==> src/hw/rtl/mcinv_pkg.sv <==
// Package with the types, constants and index functions of the 4x4 cofactor inverse unit.
`timescale 1ns / 1ps
package mcinv_pkg;

    // Datapath widths.
    localparam int W_ELEM = 32;
    localparam int W_THR  = 31;
    localparam int W_OPND = 33;
    localparam int W_PROD = 66;
    localparam int W_PAIR = 64;
    localparam int W_COF  = 97;
    localparam int W_ACC  = 132;
    localparam int W_DSH  = 166;
    localparam int W_QUO  = 34;

    // Division runs one quotient bit a cycle, from bit 33 down to bit 0.
    localparam logic [5:0] DIV_LAST_STEP = 6'd33;

    // Fixed result codes.
    localparam logic [31:0] ONE_Q16 = 32'h0001_0000;
    localparam logic [31:0] SAT_POS = 32'h7FFF_FFFF;
    localparam logic [31:0] SAT_NEG = 32'h8000_0000;

    // Controller states.
    typedef enum logic [3:0] {
        S_LOAD,
        S_COF,
        S_COF_WR,
        S_DET,
        S_DMAG,
        S_CHECK,
        S_DIV_INIT,
        S_DIV_ADD,
        S_DIV_STEP,
        S_EMIT
    } t_state;

    // Operand selection of the shared multiplier.
    typedef enum logic [2:0] {
        MUL_EE,
        MUL_PL,
        MUL_PH,
        MUL_C0,
        MUL_C1,
        MUL_C2
    } t_mul_sel;

    // Commands from the controller to the datapath.
    typedef struct packed {
        logic       elem_wr;
        logic [3:0] elem_idx;
        logic       mul_en;
        t_mul_sel   mul_sel;
        logic [3:0] idx_a;
        logic [3:0] idx_b;
        logic       p_load;
        logic       acc_clr;
        logic       acc_en;
        logic [1:0] acc_shift;
        logic       acc_neg;
        logic       cof_wr;
        logic [3:0] cof_idx;
        logic       det_latch;
        logic       div_init;
        logic       div_add;
        logic       div_step;
        logic       out_load;
        logic [3:0] out_idx;
    } t_dp_cmd;

    // Status from the datapath to the controller.
    typedef struct packed {
        logic sing;
        logic out_busy;
    } t_dp_stat;

    // Store index of minor slot (si, sj) for inverse position k = 4c + r.
    function automatic logic [3:0] elem_index(input logic [3:0] k, input logic [1:0] si,
                                              input logic [1:0] sj);
        logic [1:0] i_row;
        logic [1:0] j_col;
        i_row = si + {1'b0, (si >= k[3:2])};
        j_col = sj + {1'b0, (sj >= k[1:0])};
        return {j_col, i_row};
    endfunction

    // Minor columns of the three factors of term t, as {a, b, c}.
    function automatic logic [5:0] term_cols(input logic [2:0] t);
        logic [5:0] cols;
        case (t)
            3'd0:    cols = {2'd0, 2'd1, 2'd2};
            3'd1:    cols = {2'd0, 2'd2, 2'd1};
            3'd2:    cols = {2'd1, 2'd0, 2'd2};
            3'd3:    cols = {2'd1, 2'd2, 2'd0};
            3'd4:    cols = {2'd2, 2'd0, 2'd1};
            3'd5:    cols = {2'd2, 2'd1, 2'd0};
            default: cols = 6'd0;
        endcase
        return cols;
    endfunction

    // Terms of odd permutation enter the minor negated.
    function automatic logic term_neg(input logic [2:0] t);
        return (t == 3'd1) || (t == 3'd2) || (t == 3'd5);
    endfunction

endpackage

==> src/hw/rtl/mcinv_ctrl.sv <==
// Controller state machine that sequences loading, cofactors, determinant, division and output.
`timescale 1ns / 1ps
module mcinv_ctrl (
    input  logic               i_clk,
    input  logic               i_rst_n,
    input  logic               i_in_valid,
    output logic               o_in_ready,
    input  mcinv_pkg::t_dp_stat i_stat,
    output mcinv_pkg::t_dp_cmd  o_cmd
);
    import mcinv_pkg::*;

    t_state     r_state, n_state;
    logic [3:0] r_load_cnt, n_load_cnt;
    logic [3:0] r_k, n_k;
    logic [2:0] r_t, n_t;
    logic [2:0] r_ph, n_ph;
    logic [5:0] r_bit, n_bit;
    logic [5:0] cols;
    logic       cof_sign;

    // State and counter registers.
    always_ff @(posedge i_clk) begin
        if (!i_rst_n) begin
            r_state    <= S_LOAD;
            r_load_cnt <= 4'd0;
            r_k        <= 4'd0;
            r_t        <= 3'd0;
            r_ph       <= 3'd0;
            r_bit      <= 6'd0;
        end else begin
            r_state    <= n_state;
            r_load_cnt <= n_load_cnt;
            r_k        <= n_k;
            r_t        <= n_t;
            r_ph       <= n_ph;
            r_bit      <= n_bit;
        end
    end

    assign cols     = term_cols(r_t);
    assign cof_sign = term_neg(r_t) ^ r_k[0] ^ r_k[2];
    assign o_in_ready = (r_state == S_LOAD);

    // Next state and datapath commands.
    always_comb begin
        n_state    = r_state;
        n_load_cnt = r_load_cnt;
        n_k        = r_k;
        n_t        = r_t;
        n_ph       = r_ph;
        n_bit      = r_bit;
        o_cmd      = '0;
        o_cmd.mul_sel  = MUL_EE;
        o_cmd.elem_idx = r_load_cnt;
        o_cmd.cof_idx  = r_k;
        o_cmd.out_idx  = r_k;
        case (r_state)
            S_LOAD: begin
                if (i_in_valid) begin
                    o_cmd.elem_wr = 1'b1;
                    n_load_cnt    = r_load_cnt + 4'd1;
                    if (r_load_cnt == 4'd15) begin
                        o_cmd.acc_clr = 1'b1;
                        n_k     = 4'd0;
                        n_t     = 3'd0;
                        n_ph    = 3'd0;
                        n_state = S_COF;
                    end
                end
            end
            S_COF: begin
                // Six phases per triple product: pair product, then two limb products.
                n_ph = r_ph + 3'd1;
                case (r_ph)
                    3'd0: begin
                        o_cmd.mul_en  = 1'b1;
                        o_cmd.mul_sel = MUL_EE;
                        o_cmd.idx_a   = elem_index(r_k, 2'd0, cols[5:4]);
                        o_cmd.idx_b   = elem_index(r_k, 2'd1, cols[3:2]);
                    end
                    3'd1: o_cmd.p_load = 1'b1;
                    3'd2: begin
                        o_cmd.mul_en  = 1'b1;
                        o_cmd.mul_sel = MUL_PL;
                        o_cmd.idx_b   = elem_index(r_k, 2'd2, cols[1:0]);
                    end
                    3'd3: begin
                        o_cmd.acc_en    = 1'b1;
                        o_cmd.acc_shift = 2'd0;
                        o_cmd.acc_neg   = cof_sign;
                    end
                    3'd4: begin
                        o_cmd.mul_en  = 1'b1;
                        o_cmd.mul_sel = MUL_PH;
                        o_cmd.idx_b   = elem_index(r_k, 2'd2, cols[1:0]);
                    end
                    default: begin
                        o_cmd.acc_en    = 1'b1;
                        o_cmd.acc_shift = 2'd1;
                        o_cmd.acc_neg   = cof_sign;
                        n_ph = 3'd0;
                        if (r_t == 3'd5) begin
                            n_t     = 3'd0;
                            n_state = S_COF_WR;
                        end else begin
                            n_t = r_t + 3'd1;
                        end
                    end
                endcase
            end
            S_COF_WR: begin
                o_cmd.cof_wr  = 1'b1;
                o_cmd.acc_clr = 1'b1;
                if (r_k == 4'd15) begin
                    n_k     = 4'd0;
                    n_state = S_DET;
                end else begin
                    n_k     = r_k + 4'd1;
                    n_state = S_COF;
                end
            end
            S_DET: begin
                // First-column expansion, one cofactor limb per multiply.
                o_cmd.cof_idx = {r_k[1:0], 2'b00};
                o_cmd.idx_b   = {2'b00, r_k[1:0]};
                if (r_ph == 3'd0) begin
                    o_cmd.mul_en = 1'b1;
                    case (r_t)
                        3'd0:    o_cmd.mul_sel = MUL_C0;
                        3'd1:    o_cmd.mul_sel = MUL_C1;
                        default: o_cmd.mul_sel = MUL_C2;
                    endcase
                    n_ph = 3'd1;
                end else begin
                    o_cmd.acc_en    = 1'b1;
                    o_cmd.acc_shift = r_t[1:0];
                    n_ph = 3'd0;
                    if (r_t == 3'd2) begin
                        n_t = 3'd0;
                        if (r_k == 4'd3) begin
                            n_k     = 4'd0;
                            n_state = S_DMAG;
                        end else begin
                            n_k = r_k + 4'd1;
                        end
                    end else begin
                        n_t = r_t + 3'd1;
                    end
                end
            end
            S_DMAG: begin
                o_cmd.det_latch = 1'b1;
                n_state = S_CHECK;
            end
            S_CHECK: begin
                n_state = i_stat.sing ? S_EMIT : S_DIV_INIT;
            end
            S_DIV_INIT: begin
                o_cmd.div_init = 1'b1;
                n_state = S_DIV_ADD;
            end
            S_DIV_ADD: begin
                o_cmd.div_add = 1'b1;
                n_bit   = 6'd0;
                n_state = S_DIV_STEP;
            end
            S_DIV_STEP: begin
                o_cmd.div_step = 1'b1;
                n_bit = r_bit + 6'd1;
                if (r_bit == DIV_LAST_STEP) begin
                    n_state = S_EMIT;
                end
            end
            S_EMIT: begin
                if (!i_stat.out_busy) begin
                    o_cmd.out_load = 1'b1;
                    if (r_k == 4'd15) begin
                        n_k     = 4'd0;
                        n_state = S_LOAD;
                    end else begin
                        n_k     = r_k + 4'd1;
                        n_state = i_stat.sing ? S_EMIT : S_DIV_INIT;
                    end
                end
            end
            default: n_state = S_LOAD;
        endcase
    end

endmodule

==> config.mk <==
export PLATFORM = sky130hd
export DESIGN_NAME = mcinv_ctrl
export DESIGN_NICKNAME = d
export VERILOG_FILES = /design/src/hw/rtl/mcinv_pkg.sv /design/src/hw/rtl/mcinv_ctrl.sv
export SDC_FILE = /design/constraint.sdc
export NUM_CORES = 1
export LEC_CHECK = 0
export ABC_AREA = 1
export BUFFER_PORTS_ARGS = -buffer_cell sky130_fd_sc_hd__buf_2
export CAP_MARGIN = 20
export CORE_ASPECT_RATIO = 2
export CORE_MARGIN = 8
export CORE_UTILIZATION = 45
export DETAILED_ROUTE_END_ITERATION = 10
export PLACE_DENSITY = 0.67
export REMOVE_ABC_BUFFERS = 1
export SLEW_MARGIN = 5
export SYNTH_ARGS = -nofsm -noshare
export SYNTH_HDL_FRONTEND = slang
export SYNTH_SLANG_ARGS = --single-unit
==> constraint.sdc <==
create_clock -name i_clk -period 3.93 [get_ports i_clk]
set_clock_uncertainty 0.1 [all_clocks]
set_input_delay 0.1965 -clock i_clk [delete_from_list [all_inputs] [get_ports i_clk]]
set_output_delay 0.1965 -clock i_clk [all_outputs]
set_load 0.1 [all_outputs]
Word level (Yosys, flattened, before mapping). Index checks and enable logic that the tools add are counted.

Flip-flop bits (word level): 24. Input port bits: 5. Output and inout bits: 38. Word-level logic and storage cells: 131.

Add/sub/neg operators: 10. Order comparisons: 6. Equality and inequality tests: 31. Multiplexer cells: 60. Bitwise operators: 2. Reductions and logical operators: 16.

Operator list (count): 4-bit two-way mux (22); 4-bit one-hot mux with 10 select lines (1); 6-bit one-hot mux with 6 select lines (1); 4-bit one-hot mux with 2 select lines (4); 3-bit two-way mux (8); 3-bit one-hot mux with 3 select lines (2); 4-bit by 3-bit == test with 1-bit output (second input constant) (4); 4-bit == test (second input constant) (4); 2-bit != test (second input constant) (8); 4-bit one-hot mux with 4 select lines (1); 1-bit two-way mux (15); 3-bit by 2-bit == test with 1-bit output (second input constant) (4); 4-bit by 2-bit == test with 1-bit output (second input constant) (3); 3-bit one-hot mux with 2 select lines (2); 4-bit one-hot mux with 3 select lines (1); 6-bit one-hot mux with 2 select lines (1); 3-bit == test (second input constant) (3); 9-bit AND reduction (1); 4-bit by 1-bit adder with 4-bit output (second input constant) (2); 2-bit by 1-bit adder with 2-bit output (3); 3-bit by 1-bit adder with 3-bit output (second input constant) (2); 6-bit by 1-bit adder with 6-bit output (second input constant) (1); 3-bit by 1-bit == test with 1-bit output (second input constant) (2); 6-bit == test (second input constant) (1); other kinds (23) (29).

Depth between registers and ports, before layout. Gate-level depths: netlist of the first run.

Depth after elaboration: 7. Gate-level depth with buffers: 14. Gate-level depth less buffers: 14.

Worst setup path after synthesis of the first run. Ideal clock, no wire load.

Kind: register to output. Start point: register r_load_cnt[0]. End point: output o_cmd[18] (netlist bit). Data arrival time: 3.655 ns. Data required time: 3.634 ns. Slack: -0.021 ns. Stages on the path, launching flop included: 4. Buffers on the path: 0. Cells stage by stage: dfxtp_1 -> ha_1 -> nand4_1 -> o21ai_0.

RTL lines: start, declared (line mcinv_ctrl.sv:14) `logic [3:0] r_load_cnt, n_load_cnt;`; start signal, assigned (line mcinv_ctrl.sv:33) `r_load_cnt <= n_load_cnt;`; end, declared (line mcinv_ctrl.sv:9) `output mcinv_pkg::t_dp_cmd o_cmd`.

==> impl_metrics.env, run 1 <==
export IMPL_start_util_pct=45.4
export IMPL_synth_most_common_cell="nand2_1"
export IMPL_cp_arrival_ns=2.70
export IMPL_numPortBuffers=41
export IMPL_cts_tree="yes"
export IMPL_worstPathRequired_ns=3.63
export IMPL_path_common_cell="nand2_1"
export IMPL_overflow=0
export IMPL_maxCapViolCount=0
export IMPL_h_tree_depth=1
export IMPL_drive_gt1_share_pct=22.8
export IMPL_coreArea_um2=4770
export IMPL_layout_nets=395
export IMPL_endpoint_kind="output port"
export IMPL_cts_sinks=24
export IMPL_crit_path_cell_trace="nor2_1 > nand2_1 > nand2_1 > inv_1 > ha_1 > o21ai_0 > nand2_1 > ha_1 > a21oi_1 > o21ai_0 > a21oi_1 > buf_2"
export IMPL_critical_path_top_delay_family="compound AO/OA/AOI/OAI gates"
export IMPL_seq_area_frac_synth_pct=22.2
export IMPL_finish_instance_area_um2=2450
export IMPL_synth_seq_cells=24
export IMPL_ys_flop_type="dfxtp_1"
export IMPL_min_period_ns=2.99
export IMPL_vias=2277
export IMPL_drtIter0Drc=135
export IMPL_grt_pass1_vias=2218
export IMPL_finalWeightedCongestion=0.898
export IMPL_antenna_found_initial=0
export IMPL_dp_hpwl_um=4580
export IMPL_slew_headroom_pct=61.6
export IMPL_dpl_cell_area_um2=2410
export IMPL_synthArstFlopShare_pct=0
export IMPL_wl_per_cell_um=13.3
export IMPL_synth_largest_area_cell="dfxtp_1"
export IMPL_slowest_delay_ns=0.45
export IMPL_yosys_warnings=0
export IMPL_diodes=0
export IMPL_finalHoldViolCount=0
export IMPL_ir_drop_uv=185
export IMPL_crit_slowest_cell="buf_2"
export IMPL_n_fill_cell=520
export IMPL_syn_area_um2=2170
export IMPL_clk_path_buf_depth=2
export IMPL_synth_edf_count=0
export IMPL_grt_pass1_wl_um=9630
export IMPL_synth_top_area_share_pct=22.2
export IMPL_dr_pass1_iters=4
export IMPL_pwr_density_cell_nw_per_um2=175
export IMPL_worstSetupPathType="reg -> out"
export IMPL_clk_pin_slew_ns=0.08
export IMPL_finalSetupViolCount=0
export IMPL_wl_um=5680
export IMPL_die_y_um=114
export IMPL_clk_latency_ns=0.26
export IMPL_synthTopCellsByArea="dfxtp_1 (22%), nand2_1 (12%), ha_1 (11%)"
export IMPL_synthTopCellsByCount="nand2_1 (67), inv_1 (40), nor2_1 (38)"
export IMPL_clockRootBuffer="clkbuf_8"
export IMPL_syn2layout_area_growth_pct=13.2
export IMPL_rows=36
export IMPL_worst_setup_path_start_kind="register"
export IMPL_crit_buf_inv=2
export IMPL_via_per_inst=5.35
export IMPL_cts_resized_gates=0
export IMPL_worstMarginPinSlew_ns=0.573
export IMPL_grt_start_max_net_pins=20
export IMPL_syn_inst=330
export IMPL_cts_hold_buffers_added=0
export IMPL_min_period_over_period_pct=76.2
export IMPL_p_total_mw=0.430
export IMPL_crit_fanout=7
export IMPL_status="completed"
export IMPL_design_die_area_um2=7430
export IMPL_drtAntennaViolNets=0
export IMPL_holdWs_ns=0.115
export IMPL_slew_viol_final=0
export IMPL_track_usage_pct=15.3
export IMPL_max_freq_mhz=334
export IMPL_cts_setup_buffers=0
export IMPL_rsz0062_at_grt="no"
export IMPL_syn_avg_cell_area_um2=6.57
export IMPL_p_leak_nw=1.17
export IMPL_die_x_um=65.1
export IMPL_drc_errors=0
export IMPL_boundaryPins=43
export IMPL_synth_distinct_cells=38
export IMPL_hp_class="in -> reg"
export IMPL_cts_buffers=3
==> worst paths after layout <==
check,start,endpoint,slack [ns],cells past startpoint
min,i_rst_n,r_bit[5],0.11,3
min reg2reg,r_bit[3],r_bit[3],0.41,2
max reg2reg,r_k[0],r_state[1],2.06,7
max,r_t[0],o_cmd[23],0.94,12
==> flip-flops by register name, summed over array words and instances, names as in the netlist <==
name        cells
r_ph            3
r_k             4
r_state         4
r_bit           6
r_t             3
r_load_cnt      4
==> cell type report <==
type / count / area [um2] / area share [%]
Multi-Input combinational cell: 253 / 1470 / 60.1
Clock buffer: 3 / 41.3 / 1.68
Timing Repair Buffer: 41 / 205 / 8.37
Sequential cell: 24 / 480 / 19.6
Tap cell: 57 / 71.3 / 2.91
Inverter: 48 / 180 / 7.35
==> metal layers <==
metal	vias up	track usage, %	share of wire, %
li1	1155	-	-
met1	1053	17.1	41
met2	65	28.5	52
met3	4	2.55	5.9
met4	0	3.67	0.84
met5	-	0	0
==> through the flow <==
step | std cells | setup TNS (ns) | setup WS, ns | util [%]
3_5_place_dp | 423 | 0 | 1.27 | 50.5
5_1_grt | 426 | 0 | 0.736 | 51.4
2_1_floorplan | 325 | -0.0210 | -0.0210 | -
6_report | 426 | 0 | 0.937 | 51.4
4_1_cts | 426 | 0 | 0.956 | 51.4
3_3_place_gp | 423 | 0 | 1.38 | 50.5
==> where the power goes <==
part           switching (mW)  internal (mW)  total, mW
registers             0.00232          0.245      0.247
logic                  0.0335        0.00666     0.0401
clock network          0.0738         0.0684      0.142
==> cells in the final DEF, fill, tap and decap left out, types with 2 or more instances in the layout <==
cell type,count
nand2_1,67
buf_2,41
inv_1,40
nor2_1,38
nand3_1,28
dfxtp_1,24
a21oi_1,21
ha_1,19
o21ai_0,18
nand2_2,10
inv_2,7
nor2_4,6
nand2_4,6
nor3_1,5
nor2_2,4
nand3_2,4
o22ai_1,4
nand4_1,3
xor2_1,3
clkbuf_8,3
xnor2_1,2
a221oi_1,2
==> cells by family (layout without fill, tap and decap cells) <==
family,count (synthesis),in the layout,synth area share (%)
other,1,1,0.173
AO/OA/AOI/OAI,51,51,13.0
adder cells (fa/ha/maj),19,19,11.0
AND/OR/NAND/NOR,177,177,41.8
buffers and inverters,53,92,9.82
XOR/XNOR,5,5,2.02
flip-flops,24,24,22.2
==> worst register-to-register path, delay by kind of cell, from the launching register on <==
kind	cells	cell delay, ns
AO/OA/AOI/OAI	1	0.16
adder cells (fa/ha/maj)	1	0.29
flip-flops	1	0.60
AND/OR/NAND/NOR	5	0.64
Power figures use the tool's default switching activity.
==> run 2, diff against run 1 <==
Clock period 3.93 ns to 2.9 ns, I/O delays scaled along.
==> run 2 against run 1 <==
Against the previous run:
- global-route usage about the same
- total power increased by 36%
- flip-flop and latch count unchanged
- combinational power increased by 35%
- largest cell class unchanged
==> impl_metrics.env, run 2 (synthesis gave the netlist of run 1 again) <==
export IMPL_min_path_cells=3
export IMPL_rows=36
export IMPL_intPower_mw=0.434
export IMPL_boundaryPins=43
export IMPL_layout_commonest_cell="nand2_1"
export IMPL_rr_worst_depth=10
export IMPL_min_period_ns=2.74
export IMPL_slew_viol_final=0
export IMPL_mostFrequentLayoutCells="nand2_1 (67), inv_1 (40), buf_2 (38)"
export IMPL_coreArea_um2=4770
export IMPL_crit_buf_inv=4
export IMPL_clk_path_buf_depth=2
export IMPL_critical_path_top_delay_family="buffers and inverters"
export IMPL_layout_nets=398
export IMPL_vias=2232
export IMPL_crit_fanout=5
export IMPL_grt_pass1_wl_um=9630
export IMPL_diodes=0
export IMPL_worstSetupPathType="reg -> out"
export IMPL_finalHoldViolCount=0
export IMPL_min_period_over_period_pct=94.5
export IMPL_drive_gt1_share_pct=24.2
export IMPL_p_clk_share_pct=33.2
export IMPL_hp_class="in -> reg"
export IMPL_ir_drop_uv=288
export IMPL_grt_start_max_net_pins=20
export IMPL_pwr_share_seq_pct=57.5
export IMPL_track_usage_pct=15.3
export IMPL_p_switching_mw=0.150
export IMPL_dp_hpwl_um=4620
export IMPL_worst_setup_path_start_kind="register"
export IMPL_clk_pin_slew_ns=0.09
export IMPL_rsz0062_at_grt="no"
export IMPL_cp_depth=12
export IMPL_numPortBuffers=41
export IMPL_switching_share_pct=25.6
export IMPL_p_total_mw=0.583
export IMPL_cts_sinks=24
export IMPL_syn2layout_area_growth_pct=15.6
export IMPL_status="completed"
export IMPL_endpoint_kind="output port"
export IMPL_via_per_inst=5.20
export IMPL_grt_pass1_vias=2194
export IMPL_dr_pass1_iters=4
export IMPL_wl_per_cell_um=13.2
export IMPL_crit_path_cell_trace="inv_1 > nand2_1 > nor2_1 > inv_1 > nand2_1 > inv_1 > ha_1 > o21ai_0 > nand2_1 > ha_1 > a32o_1 > buf_2"
export IMPL_slowest_delay_ns=0.42
export IMPL_clk_latency_ns=0.26
export IMPL_drc_errors=0
export IMPL_n_fill_cell=514
export IMPL_regMostFlops="r_bit"
export IMPL_finalSetupViolCount=0
export IMPL_place_ws_ns=0.310
export IMPL_pwr_share_comb_pct=9.3
export IMPL_die_y_um=114
export IMPL_finalWeightedCongestion=0.901
export IMPL_cts_resized_gates=0
export IMPL_drtIter0Drc=113
export IMPL_layout_setup_ws_ns=0.160
export IMPL_start_util_pct=45.4
export IMPL_cp_arrival_ns=2.50
export IMPL_max_freq_mhz=365
export IMPL_cts_hold_buffers_added=0
export IMPL_overflow=0
export IMPL_pwr_density_cell_nw_per_um2=233
export IMPL_drtAntennaViolNets=0
export IMPL_design_die_area_um2=7430
export IMPL_slew_headroom_pct=62.5
export IMPL_clockRootBuffer="clkbuf_8"
export IMPL_p_leak_nw=1.19
export IMPL_antenna_found_initial=0
export IMPL_die_x_um=65.1
export IMPL_maxCapViolCount=0
export IMPL_h_tree_depth=1
export IMPL_wl_um=5660
export IMPL_worstMarginPinSlew_ns=0.559
export IMPL_largest_reg_flops=6
export IMPL_cts_tree="yes"
export IMPL_worstPathRequired_ns=2.65
export IMPL_cts_buffers=3
export IMPL_crit_slowest_cell="buf_2"
export IMPL_cts_setup_buffers=0
-- run 2: cell count changes in the layout (fill, tap and decap cells not counted) --
cell,change
nor2_1,-1
dfxtp_2,+1
a21oi_1,-1
buf_12,+1
nor2_2,+1
buf_6,+1
buf_2,-3
buf_4,+4
dfxtp_1,-1
a21oi_2,+1
-- run 2: power groups by stage --
| stage | clock [mW] | sequential (mW) | combinational [mW] |
|---|---|---|---|
| 2_1_floorplan | 0 | 0.362 | 0.0234 |
| 3_3_place_gp | 0 | 0.343 | 0.0540 |
| 3_5_place_dp | 0 | 0.343 | 0.0547 |
| 4_1_cts | 0.201 | 0.335 | 0.0544 |
| 5_1_grt | 0.210 | 0.336 | 0.0577 |
| 6_report | 0.194 | 0.335 | 0.0542 |
-- run 2: final timing paths --
| check | from | end | slack [ns] |
|---|---|---|---|
| setup / recovery | r_t[1] | o_cmd[22] | 0.16 |
| hold / removal | i_rst_n | r_bit[5] | 0.07 |
| setup reg to reg | r_ph[0] | r_state[1] | 1.03 |
| hold reg to reg | r_load_cnt[3] | r_load_cnt[3] | 0.39 |
-- run 2: per-layer routing --
layer,vias up,global-route usage [%],wire length (um)
met5,-,0,0
met4,0,5.13,63
met3,6,2.45,284
met2,52,27.4,2850
met1,1016,17.5,2460
li1,1158,-,-
-- run 2: worst reg2reg max path, stage by stage (launching register included) --
cell,delay [ns]
dfxtp_1,0.41
inv_1,0.11
ha_1,0.25
inv_1,0.08
nor2_1,0.04
buf_4,0.15
nand2_4,0.12
nand3_2,0.11
nor2_4,0.16
nand3_1,0.10
a21oi_1,0.14
-- run 2: per-stage QoR --
step           instances  hold slack [ns]  util (%)  TNS [ns]  area (um2)
6_report             429           0.0731      52.5         0        2510
5_1_grt              429           0.0757      52.5         0        2510
4_1_cts              429           0.0632      51.8         0        2470
3_5_place_dp         426            0.349      51.0         0        2430
3_3_place_gp         426            0.330      51.0         0        2430
2_1_floorplan        325            0.166         -     -6.82        2130
-- run 2: cell type report --
| class | instances | area [um2] | share of cell area, % |
|---|---|---|---|
| sequential | 24 | 482 | 19.2 |
| timing repair buffer | 44 | 251 | 10.0 |
| multi-input combinational | 253 | 1480 | 59.1 |
| tap | 57 | 71.3 | 2.85 |
| inverter | 48 | 180 | 7.19 |
| clock buffer | 3 | 41.3 | 1.65 |
==> run 3, diff against run 2 <==
--- a/config.mk
+++ b/config.mk
@@ -14,4 +14,5 @@
 export DETAILED_ROUTE_END_ITERATION = 10
 export PLACE_DENSITY = 0.67
+export RECOVER_POWER = 100
 export REMOVE_ABC_BUFFERS = 1
 export SLEW_MARGIN = 5
--- a/constraint.sdc
+++ b/constraint.sdc
@@ -3,3 +3,3 @@
 set_input_delay 0.145 -clock i_clk [delete_from_list [all_inputs] [get_ports i_clk]]
 set_output_delay 0.145 -clock i_clk [all_outputs]
-set_load 0.1 [all_outputs]
+set_load 0.02 [all_outputs]
==> run 3 against run 2 <==
Against the previous run:
- final area down 5.9%
- core utilization down 3.1 points
- combinational power decreased by 51%
- sequential power about the same
- largest power group unchanged
==> impl_metrics.env, run 3 (synthesis gave the netlist of run 1 again) <==
export IMPL_rows=36
export IMPL_grt_pass1_vias=2103
export IMPL_endpoint_kind="output port"
export IMPL_hp_class="in -> reg"
export IMPL_vias=2222
export IMPL_worstSetupPathType="reg -> out"
export IMPL_numPortBuffers=41
export IMPL_overflow=0
export IMPL_clk_pin_slew_ns=0.08
export IMPL_min_period_ns=2.66
export IMPL_layout_commonest_cell="nand2_1"
export IMPL_grt_start_max_net_pins=20
export IMPL_pwr_density_cell_nw_per_um2=249
export IMPL_fin_setup_tns_ns=0
export IMPL_r2r_start="r_ph[0]"
export IMPL_wl_um=5600
export IMPL_mostFrequentLayoutCells="nand2_1 (73), nor2_1 (45), inv_1 (42)"
export IMPL_dr_pass1_iters=4
export IMPL_largest_reg_flops=6
export IMPL_clk_path_buf_depth=2
export IMPL_p_leak_nw=1.04
export IMPL_max_freq_mhz=377
export IMPL_coreArea_um2=4770
export IMPL_syn2layout_area_growth_pct=8.83
export IMPL_cts_hold_buffers_added=0
export IMPL_cp_arrival_ns=2.41
export IMPL_ir_drop_uv=267
export IMPL_die_x_um=65.1
export IMPL_finalWeightedCongestion=0.914
export IMPL_cts_tree="yes"
export IMPL_finalSetupViolCount=0
export IMPL_drc_errors=0
export IMPL_min_path_cells=3
export IMPL_finish_utilization_pct=49.4
export IMPL_wl_per_cell_um=13.1
export IMPL_design_die_area_um2=7430
export IMPL_drive_gt1_share_pct=10.2
export IMPL_via_per_inst=5.19
export IMPL_diodes=0
export IMPL_drtIter0Drc=149
export IMPL_boundaryPins=43
export IMPL_layout_nets=396
export IMPL_cts_sinks=24
export IMPL_cts_buffers=3
export IMPL_place_ws_ns=0.581
export IMPL_worstMarginPinSlew_ns=0.630
export IMPL_ff_latch_area_um2=480
export IMPL_multi_input_area_um2=1400
export IMPL_antenna_found_initial=0
export IMPL_rsz0062_at_grt="no"
export IMPL_maxCapViolCount=0
export IMPL_p_total_mw=0.586
export IMPL_worstPathRequired_ns=2.65
export IMPL_endpoint="o_cmd[23]"
export IMPL_crit_fanout=7
export IMPL_start_util_pct=45.4
export IMPL_status="completed"
export IMPL_finalHoldViolCount=0
export IMPL_rr_worst_depth=9
export IMPL_crit_start="r_t[0]"
export IMPL_worst_setup_path_start_kind="register"
export IMPL_worst_r2r_endpoint="r_state[1]"
export IMPL_layout_setup_ws_ns=0.244
export IMPL_drtAntennaViolNets=0
export IMPL_slew_viol_final=0
export IMPL_die_y_um=114
export IMPL_min_period_over_period_pct=91.6
export IMPL_dp_hpwl_um=4440
export IMPL_slew_headroom_pct=57.9
export IMPL_clockRootBuffer="clkbuf_8"
export IMPL_worst_r2r_setup_slack_ns=0.74
export IMPL_grt_pass1_wl_um=9500
export IMPL_track_usage_pct=15.0
export IMPL_regMostFlops="r_bit"
export IMPL_n_fill_cell=535
export IMPL_h_tree_depth=1
export IMPL_clk_latency_ns=0.26
run 3: changes by cell type in the layout (fill, tap and decap cells not counted), moves of 2 or more:
cell      previous run  this run
buf_2               38         9
buf_4                4         0
clkbuf_1             0        32
inv_1               40        42
inv_2                7         5
nand2_1             67        73
nand2_2             10         6
nand2_4              6         4
nor2_1              37        45
nor2_2               5         2
nor2_4               6         1
run 3: per-stage QoR:
stage	instances	hold slack (ns)	cell area (um2)
final	428	0.0563	2360
after detailed placement	424	0.338	2420
after global routing	428	0.0654	2360
after floorplan	325	0.166	2130
after global placement	424	0.330	2420
after CTS	428	0.0484	2470
run 3: final cells by class:
| cell class | instances | area share, % |
|---|---|---|
| Timing Repair Buffer | 42 | 7.21 |
| Clock buffer | 4 | 2.33 |
| Inverter | 48 | 7.64 |
| Tap cell | 57 | 3.02 |
| Sequential cell | 24 | 20.4 |
| Multi-Input combinational cell | 253 | 59.4 |
run 3: routing by layer:
metal	global-route usage, %	vias up	share of wire (%)	routed length, um
met5	0	-	0	0
met4	3.81	0	1.3	75
met3	2.94	8	6.3	350
met2	25.7	60	49	2720
met1	18.4	1000	44	2460
li1	-	1154	-	-
run 3: worst min path at each step:
| stage | startpoint | endpoint | slack, ns |
|---|---|---|---|
| after global placement | i_rst_n | r_bit[5] | 0.33 |
| after global routing | i_rst_n | r_bit[5] | 0.07 |
| final | i_rst_n | r_bit[5] | 0.06 |
| after floorplan | i_rst_n | r_bit[5] | 0.17 |
| after detailed placement | i_rst_n | r_bit[5] | 0.34 |
| after CTS | i_rst_n | r_bit[5] | 0.05 |
run 3: power breakdown:
group / switching (mW) / internal, mW
combinational: 0.0191 / 0.00750
clock: 0.103 / 0.121
sequential: 0.00320 / 0.332
total: 0.126 / 0.461
run 3: worst max-delay path, stage by stage, from the launching register on:
cell,delay [ns]
dfxtp_1,0.45
nand2_1,0.11
nor2_1,0.15
inv_1,0.07
nand2_1,0.09
inv_1,0.05
ha_1,0.26
o21ai_0,0.15
nand2_1,0.08
ha_1,0.19
xor2_1,0.15
nand2_1,0.06
a21oi_1,0.14
clkbuf_2,0.19
run 3: what timing repair did:
item	4_1_cts	5_1_grt
setup buffers	0	0
setup endpoints to repair	0	1
gates resized for setup	0	1
